File: src/sv/sts_pkg.sv
// shared types, codes and character classifiers for the source token scanner
package sts_pkg;

   // line counter width
   localparam int LINE_BITS = 16;
   // width of the line number shown on a result
   localparam int LINE_OUT_BITS = 16;
   // depth of the queue between scanner front and result back end
   localparam int QUEUE_DEPTH = 4;
   localparam int QUEUE_PTR_BITS = $clog2(QUEUE_DEPTH);
   // most results one input item can cause
   localparam int MAX_RESULTS = 3;

   // scanner modes
   typedef enum logic [2:0] {
      MODE_IDLE      = 3'd0,
      MODE_IDENT     = 3'd1,
      MODE_INT       = 3'd2,
      MODE_REL       = 3'd3,
      MODE_CHR_OPEN  = 3'd4,
      MODE_CHR_CLOSE = 3'd5,
      MODE_STR_FIRST = 3'd6,
      MODE_STR       = 3'd7
   } mode_type;

   // token types
   typedef enum logic [2:0] {
      TOK_IDENT = 3'd0,
      TOK_INT   = 3'd1,
      TOK_CHAR  = 3'd2,
      TOK_STR   = 3'd3,
      TOK_OTHER = 3'd4
   } tok_kind_type;

   // error codes
   typedef enum logic [2:0] {
      ERR_NONE     = 3'd0,
      ERR_BAD_CHAR = 3'd1,
      ERR_EMPTY    = 3'd2,
      ERR_NO_QUOTE = 3'd3,
      ERR_BANG     = 3'd4,
      ERR_UNKNOWN  = 3'd5,
      ERR_UNTERM   = 3'd6
   } err_type;

   // result kinds
   typedef enum logic {
      KIND_CHAR = 1'b0,
      KIND_END  = 1'b1
   } res_kind_type;

   // classes of a byte at the start of a token
   typedef enum logic [2:0] {
      CL_BLANK  = 3'd0,
      CL_LETTER = 3'd1,
      CL_DIGIT  = 3'd2,
      CL_SQUOTE = 3'd3,
      CL_DQUOTE = 3'd4,
      CL_REL    = 3'd5,
      CL_PUNCT  = 3'd6,
      CL_OTHER  = 3'd7
   } char_class_type;

   // special characters
   localparam logic [7:0] CH_NEWLINE = 8'h0A;
   localparam logic [7:0] CH_TAB     = 8'h09;
   localparam logic [7:0] CH_CR      = 8'h0D;
   localparam logic [7:0] CH_SPACE   = 8'h20;
   localparam logic [7:0] CH_BANG    = 8'h21;
   localparam logic [7:0] CH_DQUOTE  = 8'h22;
   localparam logic [7:0] CH_STR_LO  = 8'h23;
   localparam logic [7:0] CH_SQUOTE  = 8'h27;
   localparam logic [7:0] CH_EQUAL   = 8'h3D;
   localparam logic [7:0] CH_UNDER   = 8'h5F;
   localparam logic [7:0] CH_TILDE   = 8'h7E;

   // one result of the scanner
   typedef struct packed {
      res_kind_type kind;
      logic [7:0]   tok_char;
      tok_kind_type token_type;
      err_type      error_code;
   } result_type;

   // all results of one input item, sharing one line number
   typedef struct packed {
      result_type [MAX_RESULTS-1:0] res;
      logic [1:0]                   count;
      logic [LINE_OUT_BITS-1:0]     line_no;
   } bundle_type;

   // queue head as seen by the back end
   typedef struct packed {
      logic       valid;
      bundle_type bundle;
   } head_type;

   function automatic logic is_letter(input logic [7:0] c);
      return (c == CH_UNDER) || (c >= 8'h61 && c <= 8'h7A) || (c >= 8'h41 && c <= 8'h5A);
   endfunction

   function automatic logic is_digit(input logic [7:0] c);
      return c >= 8'h30 && c <= 8'h39;
   endfunction

   // characters allowed in a char literal
   function automatic logic is_lit_char(input logic [7:0] c);
      return is_letter(c) || is_digit(c) || c == 8'h2B || c == 8'h2D || c == 8'h2A ||
             c == 8'h2F;
   endfunction

   // characters kept in a string literal
   function automatic logic is_str_char(input logic [7:0] c);
      return (c >= CH_STR_LO && c <= CH_TILDE) || c == CH_SPACE || c == CH_BANG;
   endfunction

   function automatic logic is_punct(input logic [7:0] c);
      return c == 8'h2B || c == 8'h2D || c == 8'h2A || c == 8'h2F || c == 8'h28 ||
             c == 8'h29 || c == 8'h5B || c == 8'h5D || c == 8'h7B || c == 8'h7D ||
             c == 8'h2C || c == 8'h3A || c == 8'h3B;
   endfunction

   // class of a byte that opens a token
   function automatic char_class_type classify(input logic [7:0] c);
      char_class_type cl;
      if (c == CH_SPACE || c == CH_TAB || c == CH_CR || c == CH_NEWLINE) begin
         cl = CL_BLANK;
      end else if (is_letter(c)) begin
         cl = CL_LETTER;
      end else if (is_digit(c)) begin
         cl = CL_DIGIT;
      end else if (c == CH_SQUOTE) begin
         cl = CL_SQUOTE;
      end else if (c == CH_DQUOTE) begin
         cl = CL_DQUOTE;
      end else if (c == 8'h3E || c == 8'h3C || c == CH_EQUAL || c == CH_BANG) begin
         cl = CL_REL;
      end else if (is_punct(c)) begin
         cl = CL_PUNCT;
      end else begin
         cl = CL_OTHER;
      end
      return cl;
   endfunction

   // keep the first error of a token
   function automatic err_type first_err(input err_type cur, input err_type e);
      return (cur == ERR_NONE) ? e : cur;
   endfunction

   // line count as shown on a result, capped at the output width
   function automatic logic [LINE_OUT_BITS-1:0] shown_line(input logic [LINE_BITS-1:0] v);
      logic [32:0] w;
      logic [32:0] top;
      w   = 33'(v);
      top = 33'({LINE_OUT_BITS{1'b1}});
      return (w > top) ? top[LINE_OUT_BITS-1:0] : w[LINE_OUT_BITS-1:0];
   endfunction

   // one result record
   function automatic result_type mk_result(input res_kind_type k, input logic [7:0] c,
                                            input tok_kind_type t, input err_type e);
      result_type r;
      r.kind       = k;
      r.tok_char   = c;
      r.token_type = t;
      r.error_code = e;
      return r;
   endfunction

endpackage

File: src/sv/sts_front.sv
// scanner front end: takes one byte per cycle while accept is high, tracks token state, builds result bundles
module sts_front (
   input  logic                clock,
   input  logic                reset,
   input  logic                accept,
   input  logic [7:0]          ch,
   input  logic                is_end,
   output logic                bundle_push,
   output sts_pkg::bundle_type bundle
);

   // per-step decisions on the token in progress
   typedef struct packed {
      logic                  cur_emit;
      sts_pkg::tok_kind_type cur_emit_type;
      logic                  cur_end;
      sts_pkg::tok_kind_type cur_end_type;
      sts_pkg::err_type      cur_end_err;
      logic                  restart;
      sts_pkg::mode_type     mode_next;
      sts_pkg::err_type      err_next;
   } step_type;

   sts_pkg::mode_type        mode_ff, mode_in;
   logic [sts_pkg::LINE_BITS-1:0] line_ff, line_in;
   logic                     bang_ff, bang_in;
   sts_pkg::err_type         err_ff, err_in;
   sts_pkg::char_class_type  cls;
   step_type                 st;
   logic [1:0]               cnt;

   assign cls = sts_pkg::classify(ch);

   // decide what happens to the token in progress
   always_comb begin
      st               = '0;
      st.cur_emit_type = sts_pkg::TOK_OTHER;
      st.cur_end_type  = sts_pkg::TOK_OTHER;
      st.cur_end_err   = err_ff;
      st.mode_next     = mode_ff;
      st.err_next      = err_ff;
      if (is_end) begin
         st.mode_next = sts_pkg::MODE_IDLE;
         unique case (mode_ff)
            sts_pkg::MODE_IDENT: begin
               st.cur_end      = 1'b1;
               st.cur_end_type = sts_pkg::TOK_IDENT;
            end
            sts_pkg::MODE_INT: begin
               st.cur_end      = 1'b1;
               st.cur_end_type = sts_pkg::TOK_INT;
            end
            sts_pkg::MODE_REL: begin
               st.cur_end = 1'b1;
               if (bang_ff) begin
                  st.cur_end_err = sts_pkg::first_err(err_ff, sts_pkg::ERR_BANG);
               end
            end
            sts_pkg::MODE_CHR_OPEN, sts_pkg::MODE_CHR_CLOSE: begin
               st.cur_end      = 1'b1;
               st.cur_end_type = sts_pkg::TOK_CHAR;
               st.cur_end_err  = sts_pkg::first_err(err_ff, sts_pkg::ERR_UNTERM);
            end
            sts_pkg::MODE_STR_FIRST, sts_pkg::MODE_STR: begin
               st.cur_end      = 1'b1;
               st.cur_end_type = sts_pkg::TOK_STR;
               st.cur_end_err  = sts_pkg::first_err(err_ff, sts_pkg::ERR_UNTERM);
            end
            default: begin
            end
         endcase
      end else begin
         unique case (mode_ff)
            sts_pkg::MODE_IDENT: begin
               st.cur_emit_type = sts_pkg::TOK_IDENT;
               st.cur_end_type  = sts_pkg::TOK_IDENT;
               if (sts_pkg::is_letter(ch) || sts_pkg::is_digit(ch)) begin
                  st.cur_emit = 1'b1;
               end else begin
                  st.cur_end = 1'b1;
                  st.restart = 1'b1;
               end
            end
            sts_pkg::MODE_INT: begin
               st.cur_emit_type = sts_pkg::TOK_INT;
               st.cur_end_type  = sts_pkg::TOK_INT;
               if (sts_pkg::is_digit(ch)) begin
                  st.cur_emit = 1'b1;
               end else begin
                  st.cur_end = 1'b1;
                  st.restart = 1'b1;
               end
            end
            sts_pkg::MODE_REL: begin
               st.cur_end = 1'b1;
               if (ch == sts_pkg::CH_EQUAL) begin
                  st.cur_emit = 1'b1;
               end else begin
                  st.restart = 1'b1;
                  if (bang_ff) begin
                     st.cur_end_err = sts_pkg::first_err(err_ff, sts_pkg::ERR_BANG);
                  end
               end
            end
            sts_pkg::MODE_CHR_OPEN: begin
               st.cur_emit_type = sts_pkg::TOK_CHAR;
               st.cur_end_type  = sts_pkg::TOK_CHAR;
               if (ch == sts_pkg::CH_SQUOTE) begin
                  st.cur_end     = 1'b1;
                  st.cur_end_err = sts_pkg::first_err(err_ff, sts_pkg::ERR_EMPTY);
               end else begin
                  st.mode_next = sts_pkg::MODE_CHR_CLOSE;
                  if (sts_pkg::is_lit_char(ch)) begin
                     st.cur_emit = 1'b1;
                  end else begin
                     st.err_next = sts_pkg::first_err(err_ff, sts_pkg::ERR_BAD_CHAR);
                  end
               end
            end
            sts_pkg::MODE_CHR_CLOSE: begin
               st.cur_end      = 1'b1;
               st.cur_end_type = sts_pkg::TOK_CHAR;
               if (ch != sts_pkg::CH_SQUOTE) begin
                  st.cur_end_err = sts_pkg::first_err(err_ff, sts_pkg::ERR_NO_QUOTE);
               end
            end
            sts_pkg::MODE_STR_FIRST, sts_pkg::MODE_STR: begin
               st.cur_emit_type = sts_pkg::TOK_STR;
               st.cur_end_type  = sts_pkg::TOK_STR;
               if (ch == sts_pkg::CH_DQUOTE) begin
                  st.cur_end = 1'b1;
                  if (mode_ff == sts_pkg::MODE_STR_FIRST) begin
                     st.cur_end_err = sts_pkg::first_err(err_ff, sts_pkg::ERR_EMPTY);
                  end
               end else begin
                  st.mode_next = sts_pkg::MODE_STR;
                  if (sts_pkg::is_str_char(ch)) begin
                     st.cur_emit = 1'b1;
                  end else begin
                     st.err_next = sts_pkg::first_err(err_ff, sts_pkg::ERR_BAD_CHAR);
                  end
               end
            end
            default: begin
               st.restart = 1'b1;
            end
         endcase
      end
   end

   // next scanner state
   always_comb begin
      mode_in = mode_ff;
      err_in  = err_ff;
      bang_in = bang_ff;
      line_in = line_ff;
      if (accept) begin
         if (is_end || st.cur_end) begin
            mode_in = sts_pkg::MODE_IDLE;
            err_in  = sts_pkg::ERR_NONE;
            bang_in = 1'b0;
         end else begin
            mode_in = st.mode_next;
            err_in  = st.err_next;
         end
         if (st.restart) begin
            unique case (cls)
               sts_pkg::CL_BLANK: begin
                  if (ch == sts_pkg::CH_NEWLINE && line_ff != {sts_pkg::LINE_BITS{1'b1}}) begin
                     line_in = line_ff + 1'b1;
                  end
               end
               sts_pkg::CL_LETTER: mode_in = sts_pkg::MODE_IDENT;
               sts_pkg::CL_DIGIT:  mode_in = sts_pkg::MODE_INT;
               sts_pkg::CL_SQUOTE: mode_in = sts_pkg::MODE_CHR_OPEN;
               sts_pkg::CL_DQUOTE: mode_in = sts_pkg::MODE_STR_FIRST;
               sts_pkg::CL_REL: begin
                  mode_in = sts_pkg::MODE_REL;
                  bang_in = (ch == sts_pkg::CH_BANG);
               end
               default: mode_in = sts_pkg::MODE_IDLE;
            endcase
         end
      end
   end

   // results of this item, in order
   always_comb begin
      bundle         = '0;
      bundle.line_no = sts_pkg::shown_line(line_ff);
      cnt            = 2'd0;
      if (st.cur_emit) begin
         bundle.res[cnt] = sts_pkg::mk_result(sts_pkg::KIND_CHAR, ch, st.cur_emit_type,
                                              sts_pkg::ERR_NONE);
         cnt = cnt + 2'd1;
      end
      if (st.cur_end) begin
         bundle.res[cnt] = sts_pkg::mk_result(sts_pkg::KIND_END, 8'h00, st.cur_end_type,
                                              st.cur_end_err);
         cnt = cnt + 2'd1;
      end
      if (st.restart) begin
         unique case (cls)
            sts_pkg::CL_LETTER: begin
               bundle.res[cnt] = sts_pkg::mk_result(sts_pkg::KIND_CHAR, ch,
                                                    sts_pkg::TOK_IDENT, sts_pkg::ERR_NONE);
               cnt = cnt + 2'd1;
            end
            sts_pkg::CL_DIGIT: begin
               bundle.res[cnt] = sts_pkg::mk_result(sts_pkg::KIND_CHAR, ch,
                                                    sts_pkg::TOK_INT, sts_pkg::ERR_NONE);
               cnt = cnt + 2'd1;
            end
            sts_pkg::CL_REL: begin
               bundle.res[cnt] = sts_pkg::mk_result(sts_pkg::KIND_CHAR, ch,
                                                    sts_pkg::TOK_OTHER, sts_pkg::ERR_NONE);
               cnt = cnt + 2'd1;
            end
            sts_pkg::CL_PUNCT: begin
               bundle.res[cnt] = sts_pkg::mk_result(sts_pkg::KIND_CHAR, ch,
                                                    sts_pkg::TOK_OTHER, sts_pkg::ERR_NONE);
               cnt = cnt + 2'd1;
               bundle.res[cnt] = sts_pkg::mk_result(sts_pkg::KIND_END, 8'h00,
                                                    sts_pkg::TOK_OTHER, sts_pkg::ERR_NONE);
               cnt = cnt + 2'd1;
            end
            sts_pkg::CL_OTHER: begin
               bundle.res[cnt] = sts_pkg::mk_result(sts_pkg::KIND_END, 8'h00,
                                                    sts_pkg::TOK_OTHER, sts_pkg::ERR_UNKNOWN);
               cnt = cnt + 2'd1;
            end
            default: begin
            end
         endcase
      end
      bundle.count = cnt;
   end

   assign bundle_push = accept && (cnt != 2'd0);

   // scanner state registers
   always_ff @(posedge clock) begin
      if (reset) begin
         mode_ff <= sts_pkg::MODE_IDLE;
         line_ff <= sts_pkg::LINE_BITS'(1);
         bang_ff <= 1'b0;
         err_ff  <= sts_pkg::ERR_NONE;
      end else begin
         mode_ff <= mode_in;
         line_ff <= line_in;
         bang_ff <= bang_in;
         err_ff  <= err_in;
      end
   end

endmodule

File: src/sv/sts_queue.sv
// short queue of result bundles between scanner front and back end
module sts_queue (
   input  logic                clock,
   input  logic                reset,
   input  logic                push,
   input  sts_pkg::bundle_type push_data,
   output logic                full,
   input  logic                pop,
   output sts_pkg::head_type   head
);

   sts_pkg::bundle_type                   slots_ff [sts_pkg::QUEUE_DEPTH];
   logic [sts_pkg::QUEUE_PTR_BITS-1:0]    wr_ptr_ff, wr_ptr_in;
   logic [sts_pkg::QUEUE_PTR_BITS-1:0]    rd_ptr_ff, rd_ptr_in;
   logic [sts_pkg::QUEUE_PTR_BITS:0]      fill_ff, fill_in;
   logic                                  do_push;
   logic                                  do_pop;

   assign full        = (fill_ff == (sts_pkg::QUEUE_PTR_BITS+1)'(sts_pkg::QUEUE_DEPTH));
   assign head.valid  = (fill_ff != '0);
   assign head.bundle = slots_ff[rd_ptr_ff];
   assign do_push     = push && !full;
   assign do_pop      = pop && head.valid;

   // pointer and fill updates
   always_comb begin
      wr_ptr_in = do_push ? wr_ptr_ff + 1'b1 : wr_ptr_ff;
      rd_ptr_in = do_pop  ? rd_ptr_ff + 1'b1 : rd_ptr_ff;
      fill_in   = fill_ff;
      if (do_push && !do_pop) begin
         fill_in = fill_ff + 1'b1;
      end else if (do_pop && !do_push) begin
         fill_in = fill_ff - 1'b1;
      end
   end

   // control registers
   always_ff @(posedge clock) begin
      if (reset) begin
         wr_ptr_ff <= '0;
         rd_ptr_ff <= '0;
         fill_ff   <= '0;
      end else begin
         wr_ptr_ff <= wr_ptr_in;
         rd_ptr_ff <= rd_ptr_in;
         fill_ff   <= fill_in;
      end
   end

   // bundle storage
   always_ff @(posedge clock) begin
      if (do_push) begin
         slots_ff[wr_ptr_ff] <= push_data;
      end
   end

endmodule

File: src/sv/sts_back.sv
// back end: hands out the results of each queued bundle one item at a time
module sts_back (
   input  logic              clock,
   input  logic              reset,
   input  sts_pkg::head_type head,
   output logic              bundle_pop,
   output logic              rsp_empty,
   input  logic              rsp_pop,
   output logic              rsp_kind,
   output logic [7:0]        rsp_tok_char,
   output logic [2:0]        rsp_token_type,
   output logic [15:0]       rsp_line_no,
   output logic [2:0]        rsp_error_code,
   output logic              rsp_last
);

   logic [1:0]           idx_ff, idx_in;
   logic                 take;
   logic                 at_last;
   sts_pkg::result_type  cur;

   assign cur     = head.bundle.res[idx_ff];
   assign at_last = (idx_ff == head.bundle.count - 2'd1);
   assign take    = rsp_pop && head.valid;

   // result ports
   assign rsp_empty      = !head.valid;
   assign rsp_kind       = cur.kind;
   assign rsp_tok_char   = cur.tok_char;
   assign rsp_token_type = cur.token_type;
   assign rsp_error_code = cur.error_code;
   assign rsp_line_no    = head.bundle.line_no;
   assign rsp_last       = at_last;

   // step through the bundle, release it after its last result
   assign bundle_pop = take && at_last;
   always_comb begin
      idx_in = idx_ff;
      if (take) begin
         idx_in = at_last ? 2'd0 : idx_ff + 2'd1;
      end
   end

   always_ff @(posedge clock) begin
      if (reset) begin
         idx_ff <= 2'd0;
      end else begin
         idx_ff <= idx_in;
      end
   end

endmodule

File: src/sv/source_token_scanner.sv
// top level of the source token scanner
// Scans one source byte per cycle (or an end marker) into token results: a token-char
// item for each kept character and an end item carrying type, line and first error.
// An input item is taken every cycle while a four-bundle queue between the scanner and
// the result port has room; each input item gives zero to three results, and the result
// port hands out one result per cycle, so sustained input rate is one byte per cycle as
// long as results average at most one per byte and the consumer pops every cycle.
// Results of an accepted item are registered in the bundle queue before they reach the port.
module source_token_scanner (
   input  logic        clock,
   input  logic        reset,
   input  logic        req_push,
   output logic        req_full,
   input  logic [7:0]  req_ch,
   input  logic        req_is_end,
   output logic        rsp_empty,
   input  logic        rsp_pop,
   output logic        rsp_kind,
   output logic [7:0]  rsp_tok_char,
   output logic [2:0]  rsp_token_type,
   output logic [15:0] rsp_line_no,
   output logic [2:0]  rsp_error_code,
   output logic        rsp_last
);

   logic                accept;
   logic                bundle_push;
   logic                bundle_pop;
   sts_pkg::bundle_type bundle;
   sts_pkg::head_type   head;

   assign accept = req_push && !req_full;

   // scanner front end
   sts_front u_front (
      .clock       (clock),
      .reset       (reset),
      .accept      (accept),
      .ch          (req_ch),
      .is_end      (req_is_end),
      .bundle_push (bundle_push),
      .bundle      (bundle)
   );

   // bundle queue
   sts_queue u_queue (
      .clock     (clock),
      .reset     (reset),
      .push      (bundle_push),
      .push_data (bundle),
      .full      (req_full),
      .pop       (bundle_pop),
      .head      (head)
   );

   // result back end
   sts_back u_back (
      .clock          (clock),
      .reset          (reset),
      .head           (head),
      .bundle_pop     (bundle_pop),
      .rsp_empty      (rsp_empty),
      .rsp_pop        (rsp_pop),
      .rsp_kind       (rsp_kind),
      .rsp_tok_char   (rsp_tok_char),
      .rsp_token_type (rsp_token_type),
      .rsp_line_no    (rsp_line_no),
      .rsp_error_code (rsp_error_code),
      .rsp_last       (rsp_last)
   );

endmodule

File: config.mk
export PLATFORM = sky130hd
export DESIGN_NAME = source_token_scanner
export DESIGN_NICKNAME = d
export VERILOG_FILES = /design/src/sv/sts_pkg.sv /design/src/sv/sts_front.sv /design/src/sv/sts_queue.sv /design/src/sv/sts_back.sv /design/src/sv/source_token_scanner.sv
export SDC_FILE = /design/constraint.sdc
export NUM_CORES = 1
export LEC_CHECK = 0
export ABC_CLOCK_PERIOD_IN_PS = 8300
export BUFFER_PORTS_ARGS = -buffer_cell sky130_fd_sc_hd__buf_2
export CAP_MARGIN = 30
export CORE_MARGIN = 5
export CORE_UTILIZATION = 50
export DETAILED_ROUTE_END_ITERATION = 8
export GPL_ROUTABILITY_DRIVEN = 0
export PLACE_DENSITY_LB_ADDON = 0.3
export SLEW_MARGIN = 30
export SYNTH_ARGS = -nofsm -noshare
export SYNTH_HDL_FRONTEND = slang
export SYNTH_SLANG_ARGS = --single-unit
File: constraint.sdc
create_clock -name clock -period 8.3 [get_ports clock]
set_clock_uncertainty 0.05 [all_clocks]
set_input_delay 1.66 -clock clock [delete_from_list [all_inputs] [get_ports clock]]
set_output_delay 1.66 -clock clock [all_outputs]
set_load 0.05 [all_outputs]
==> run summary, run 1 <==
Run status: finished clean
Final setup violating endpoints: 0
Slew at the pin with the worst max-slew slack: 0.930 ns
Leakage: 4.43 nW
Slowest stage cell, crit path: sky130_fd_sc_hd__nor2b_4
EDFF count, synth: 240
Maximum Capacitance Violations: 0
Dpl hpwl: 16.2 mm
Worst hold path type: reg2reg
Commonest cells after routing, fill and taps aside: 240 x sky130_fd_sc_hd__edfxtp_1, 60 x sky130_fd_sc_hd__mux4_2, 54 x sky130_fd_sc_hd__nor2_1
Fin util: 0.568
CTS sink cnt: 274
Hold violation count in the final report: 0
Unrepaired setup endpoints after global routing: no
Post-synth ARST share: 0
Number of top-level design ports: 47
Average footprint of a synthesized cell: 15.4 sq um
Final total power: 3.69 mW
Number of remaining DRC errors: 0
Initial core utilization: 0.510
Category of the worst setup path capture point: flip-flop
Crit path arrival time: 5.92 ns
Layout fillers: 1878
Clock tree from TritonCTS: done
CP Data Required Time: 8.44 ns
Cell depth of the worst hold path: 1
Post_cts resized: 0
Vias in the first global route: 6797
First-pass GRT wire length: 39.2 mm
Reg-to-reg critical path startpoint: u_front.mode_ff[1]
Share of layout cells above drive strength 1: 0.202
Number of buffers inserted for hold repair after clock tree synthesis: 0
Avg WL per Cell: 21.1 um
Power Dens Cells: 276 nW/um^2
Capturing point of the worst reg2reg path: u_queue.slots_ff[1][50]
Remaining number of nets flagged by the antenna check after routing: 0
IO Port Bufs: 46
Worst Hold Launch: u_front.err_ff[2]
H-Tree Level Count: 1
Die height: 165 um
GRT overflow: 0
Register area: 7890 sq um
Maximum clock frequency: 0.173 GHz
Critical Path Fanout Max: 26
Final wirelength: 24.8 mm
Synth Register Bits: 274
All-Layer GR Usage: 0.187
Tmin final: 5.78 ns
Max VDD drop: 0.149 mV
Critical Path Source Type: primary input
Row count: 56
Cell at the root of the clock tree: sky130_fd_sc_hd__clkbuf_16
Post-place setup slack: 2.02 ns
Setup slack of the critical path after layout: 2.52 ns
Multi-input logic area: 3880 sq um
Design area: 13400 sq um
Clock buffer count from CTS: 27
Drt via density: 5.85
Die X: 165 um
Min-Delay Endpoint: u_front.err_ff[2]
Post-CTS setup repair buffer count: 0
Sequential-to-total area share from yosys stat: 0.657
Register-to-register path setup slack: 3.26 ns
Crit Path Class: in2reg
Most common library cell in the layout ignoring fill and taps: sky130_fd_sc_hd__edfxtp_1
Setup total negative slack: 0 ns
Number of warnings issued by yosys: 0
Synthesized area: 12000 sq um
Worst slew margin relative to its limit: 0.374
Core region area: 23500 sq um
Starting DRT DRC Count: 726
Number of slew-limit violations in the final report: 0
Number of antenna cells inserted: 0
Die Footprint: 27200 sq um
Register clock-pin slew on the reported worst setup and hold paths: 0.06 ns
Cell area reported after detailed placement: 12600 sq um
Maximum number of pins on one net before global-route repair: 61
Maximum count of clock buffers along a single path: 3
Number of antenna violations at the first check in global routing: 0
TritonRoute pass-1 iters: 5
Worst R2R Path Depth: 12
Cell chain of the critical path: buf_2 > and3b_1 > o2111ai_1 > a21boi_0 > a211o_1 > o31ai_1 > inv_1 > ha_1 > clkinv_1 > a31oi_1 > mux2i_2 > nor2b_4 > buf_4
Delay contributed by the slowest stage of the critical path: 0.82 ns
Area growth syn-to-layout: 11.4%
Synth cell types: 76
Synthesized instance count: 782
Crit share post-route: 0.697
Final #Nets: 864
Worst-Skew Late Latency: 0.52 ns
Number of vias after detailed routing: 6884
Predominant post-synthesis flop cell: sky130_fd_sc_hd__edfxtp_1
[state kept, by name, indices dropped and copies added (netlist names), named ones only]
name	cells
u_front.mode_ff	3
u_queue.wr_ptr_ff	2
u_front.line_ff	16
u_front.err_ff	3
u_queue.fill_ff	3
u_front.bang_ff	1
u_queue.slots_ff	240
u_back.idx_ff	2
u_queue.rd_ptr_ff	2
[cell usage after synthesis, drive strengths merged, types with 4 or more instances]
master | instances | area [sq um]
xnor2 | 14 | 123
edfxtp | 240 | 7210
or3 | 11 | 73.8
nand3 | 11 | 55.1
nor2 | 54 | 203
nor3b | 7 | 63.8
and2 | 21 | 131
nand2 | 23 | 88.8
nor4b | 7 | 61.3
and3 | 5 | 31.3
or2 | 4 | 25.0
mux4 | 60 | 1350
a31oi | 4 | 25.0
nor2b | 12 | 75.1
nor4 | 4 | 25.0
dfxtp | 34 | 681
inv | 29 | 109
o21ai | 28 | 144
clkbuf | 19 | 71.3
mux2i | 20 | 204
nor3 | 17 | 100
a21oi | 31 | 159
buf | 26 | 138
nand2b | 17 | 106
ha | 12 | 150
o22ai | 14 | 93.8
nand4 | 7 | 43.8
[metal layers]
metal | global-route usage | vias up | part of all wire
met4 | 0.0393 | 0 | 0.013
met3 | 0.0245 | 27 | 0.056
met5 | 0 | - | 0
met2 | 0.292 | 225 | 0.47
li1 | - | 3148 | -
met1 | 0.286 | 3484 | 0.46
[metrics by stage]
| stage | cells | hold slack, ns |
|---|---|---|
| floorplan | 797 | 0.394 |
| global placement | 1128 | 0.417 |
| detailed placement | 1128 | 0.419 |
| CTS | 1177 | 0.435 |
| global route | 1177 | 0.443 |
| finish | 1177 | 0.429 |
[worst max-delay path by stage]
stage                    from                      end  slack, ns  cells past startpoint
floorplan           req_ch[0]   u_queue.slots_ff[0][0]       0.72                     14
global placement    req_ch[0]  u_queue.slots_ff[1][31]       2.21                     13
detailed placement  req_ch[2]  u_queue.slots_ff[1][61]       2.02                     13
CTS                 req_ch[0]  u_queue.slots_ff[1][35]       2.54                     13
global route        req_ch[2]   u_queue.slots_ff[1][0]       2.11                     13
finish              req_ch[0]  u_queue.slots_ff[1][50]       2.52                     13
[cell type report]
cell class	count	share of cell area
Inverter	30	0.00842
Sequential cell	274	0.590
Tap cell	319	0.0298
Clock buffer	39	0.0546
Clock inverter	10	0.00355
Multi-Input combinational cell	448	0.290
Timing Repair Buffer	57	0.0234
[cells by family (layout without fill, tap and decap cells)]
family	after synthesis	in the layout	synth area share
flip-flops	274	274	0.657
AND/OR/NAND/NOR	210	210	0.0970
AO/OA/AOI/OAI	112	112	0.0627
multiplexers	81	81	0.130
buffers and inverters	75	136	0.0268
XOR/XNOR	16	16	0.0117
adder cells (fa/ha/maj)	13	13	0.0142
other	1	16	0.000312
[critical path, delay by kind of cell]
| kind | cells | cell delay [ns] |
|---|---|---|
| AO/OA/AOI/OAI | 5 | 1.31 |
| adder cells (fa/ha/maj) | 1 | 0.48 |
| buffers and inverters | 4 | 1.14 |
| multiplexers | 1 | 0.26 |
| AND/OR/NAND/NOR | 2 | 1.04 |
[where the power goes]
group          internal, mW  switching, mW  total, mW
Combinational         0.307          0.630      0.937
Sequential             1.62         0.0457       1.67
Clock                 0.609          0.475       1.08
Total                  2.54           1.15       3.69
No activity file was read; power rests on OpenSTA's default activity.
==> run 2, diff against run 1 <==
--- a/config.mk
+++ b/config.mk
@@ -5,7 +5,7 @@
 export SDC_FILE = /design/constraint.sdc
 export NUM_CORES = 1
 export LEC_CHECK = 0
-export ABC_CLOCK_PERIOD_IN_PS = 8300
+export ABC_CLOCK_PERIOD_IN_PS = 5100
 export BUFFER_PORTS_ARGS = -buffer_cell sky130_fd_sc_hd__buf_2
 export CAP_MARGIN = 30
 export CORE_MARGIN = 5
==> constraint.sdc (replaced) <==
create_clock -name clock -period 5.1 [get_ports clock]
set_clock_uncertainty 0.05 [all_clocks]
set_input_delay 1.02 -clock clock [delete_from_list [all_inputs] [get_ports clock]]
set_output_delay 1.02 -clock clock [all_outputs]
set_load 0.05 [all_outputs]
==> run summary, run 2 (same netlist as run 1, synthesis figures left out) <==
Run status: finished clean
H-Tree Level Count: 1 (unchanged)
Largest registers in the final layout: u_queue.slots_ff x240, u_front.line_ff x16
Combinational share of power: 0.248 (-0.006)
First-pass GRT wire length: 39.0 mm (-0.53%)
Dpl hpwl: 15.8 mm (-2.2%)
Number of slew-limit violations in the final report: 0 (unchanged)
Category of the worst setup path capture point: flip-flop
Proportion of power drawn by flip-flops and latches: 0.445 (-0.007)
Critical Path Fanout Max: 20 (-23%)
Number of top-level design ports: 47 (unchanged)
Highest signal layer in the routed design: met4
Final #Nets: 875 (+1.3%)
Placed instance count: 1140 (+1.1%)
Unrepaired setup endpoints after global routing: no
Delay contributed by the slowest stage of the critical path: 0.47 ns (-0.35 ns)
Number of remaining DRC errors: 0 (unchanged)
Wire length on met2: 11.7 mm (+0.63%)
Cell area reported after detailed placement: 12800 sq um (+1.2%)
Tmin final: 4.54 ns
Setup total negative slack: 0 ns (unchanged)
Slowest stage cell, crit path: sky130_fd_sc_hd__ha_1
Layout fillers: 1831 (-2.5%)
Die Footprint: 27200 sq um (unchanged)
Internal power: 4.25 mW (+68%)
Crit Path Class: in2reg
Number of cells in the finished layout apart from fillers: 1186 (+0.76%)
Number of vias after detailed routing: 6871 (-0.19%)
Power Dens Cells: 450 nW/um^2 (+63%)
Slew at the pin with the worst max-slew slack: 0.853 ns (-0.0764 ns)
Maximum Capacitance Violations: 0 (unchanged)
IO Port Bufs: 46 (unchanged)
Worst hold path type: reg2reg
Crit share post-route: 0.890
Amount of wire on met3 after detailed routing: 1.47 mm (+5.5%)
Register clock-pin slew on the reported worst setup and hold paths: 0.06 ns (about the same)
All-Layer GR Usage: 0.184 (-0.00277)
GRT overflow: 0 (unchanged)
Number of antenna violations at the first check in global routing: 0 (unchanged)
Post-CTS setup repair buffer count: 0 (unchanged)
Number of buffers inserted for hold repair after clock tree synthesis: 0 (unchanged)
Die height: 165 um (unchanged)
Maximum count of clock buffers along a single path: 3 (unchanged)
Clock tree from TritonCTS: done
TritonRoute pass-1 iters: 5 (unchanged)
Share of layout cells above drive strength 1: 0.223 (+0.0210)
Hold violation count in the final report: 0 (unchanged)
Leakage: 4.55 nW (+2.7%)
Critical Path Source Type: primary input
Drt via density: 5.79 (-0.95%)
Cell chain of the critical path: buf_2 > nor3b_1 > o2111ai_1 > a21boi_0 > a211o_1 > o31ai_1 > inv_1 > ha_1 > clkinv_2 > a31oi_1 > mux2i_2 > inv_1 > ha_1 > inv_1 > fa_1 > xor2_1 > or3_1 > a21oi_1
Area growth syn-to-layout: 13.4%
Dominant cell type by count on the critical path: sky130_fd_sc_hd__inv_1
Die X: 165 um (unchanged)
Register with the highest flop count: u_queue.slots_ff
Commonest cells after routing, fill and taps aside: 240 x sky130_fd_sc_hd__edfxtp_1, 60 x sky130_fd_sc_hd__mux4_2, 54 x sky130_fd_sc_hd__nor2_1
Vias in the first global route: 6815 (+0.26%)
Avg WL per Cell: 20.5 um (-3.0%)
Design area: 13600 sq um (+1.8%)
Worst slew margin relative to its limit: 0.426 (+0.0514)
Row count: 56 (unchanged)
Worst-Skew Late Latency: 0.52 ns (about the same)
Maximum clock frequency: 0.220 GHz
Crit path arrival time: 4.93 ns (-0.99 ns)
Final wirelength: 24.3 mm (-2.2%)
Remaining number of nets flagged by the antenna check after routing: 0 (unchanged)
Net switching fraction of the power: 0.305 (-0.00704)
Clock buffer count from CTS: 26 (-3.7%)
Number of antenna cells inserted: 0 (unchanged)
Initial core utilization: 0.510 (unchanged)
Post_cts resized: 0 (unchanged)
Portion of total power attributed to the clock network: 0.307 (+0.013)
Core region area: 23500 sq um (unchanged)
Reported net switching power: 1.87 mW (+62%)
Maximum number of pins on one net before global-route repair: 47 (-23%)
Max VDD drop: 0.208 mV (+40%)
CTS sink cnt: 274 (unchanged)
Final setup violating endpoints: 0 (unchanged)
CP Data Required Time: 5.49 ns (-2.95 ns)
M1 WL: 10.7 mm (-6.4%)
Cell at the root of the clock tree: sky130_fd_sc_hd__clkbuf_16
Flip-flop count of the largest register, all copies and words added: 240 (unchanged)
Starting DRT DRC Count: 558 (-23%)
Most common library cell in the layout ignoring fill and taps: sky130_fd_sc_hd__edfxtp_1
-- run 2: changes by cell type in the layout (fill, tap and decap cells not counted), moves of 2 or more --
cell                        change
sky130_fd_sc_hd__clkinv_1       -2
sky130_fd_sc_hd__clkbuf_8       +2
sky130_fd_sc_hd__clkbuf_16      +3
sky130_fd_sc_hd__buf_12         +5
sky130_fd_sc_hd__clkbuf_1       -9
sky130_fd_sc_hd__buf_4          +7
-- run 2: path summary, 6_finish.rpt --
path	from	to	slack, ns	depth (start not counted)
min reg2reg	u_front.err_ff[2]	u_front.err_ff[2]	0.44	1
max	req_ch[2]	u_queue.fill_ff[2]	0.56	18
max reg2reg	u_front.mode_ff[1]	u_queue.fill_ff[2]	0.69	17
min	u_front.err_ff[2]	u_front.err_ff[2]	0.44	1
-- run 2: final cells by class --
| class | instances | area, sq um | share of cell area |
|---|---|---|---|
| well taps | 319 | 399 | 0.0293 |
| multi-input cells | 448 | 3880 | 0.285 |
| clock buffers | 35 | 800 | 0.0587 |
| repair buffers | 69 | 465 | 0.0342 |
| clock inverters | 11 | 60.1 | 0.00441 |
| inverters | 30 | 114 | 0.00836 |
| flip-flops and latches | 274 | 7890 | 0.580 |
-- run 2: routing by layer --
metal / up-vias / global-route usage
li1: 3164 / -
met1: 3464 / 0.281
met2: 209 / 0.288
met3: 34 / 0.0242
met4: 0 / 0.0412
met5: - / 0
-- run 2: worst max-delay path: cells and delay by family --
family / cells / cell delay [ns]
compound gates: 6 / 1.45
fa+ha+maj: 3 / 1.01
buf+inv: 5 / 0.77
simple gates: 2 / 0.40
xor+xnor: 1 / 0.17
mux: 1 / 0.10
-- run 2: power by group through the flow --
stage | Clock (mW) | Sequential (mW) | Combinational, mW
6_report | 1.88 | 2.72 | 1.52
5_1_grt | 2.01 | 2.74 | 1.63
4_1_cts | 1.91 | 2.73 | 1.54
3_5_place_dp | 0 | 2.77 | 1.53
3_3_place_gp | 0 | 2.76 | 1.53
2_1_floorplan | 0 | 2.71 | 1.21
-- run 2: stage by stage --
step / setup WS, ns / power (mW) / hold WS (ns) / utilization
floorplan: 0.0885 / 3.92 / 0.394 / -
global route: 0.294 / 6.38 / 0.455 / 0.578
detailed placement: 0.0897 / 4.31 / 0.426 / 0.542
finish: 0.563 / 6.12 / 0.440 / 0.578
CTS: 0.619 / 6.17 / 0.444 / 0.578
global placement: 0.218 / 4.29 / 0.423 / 0.542
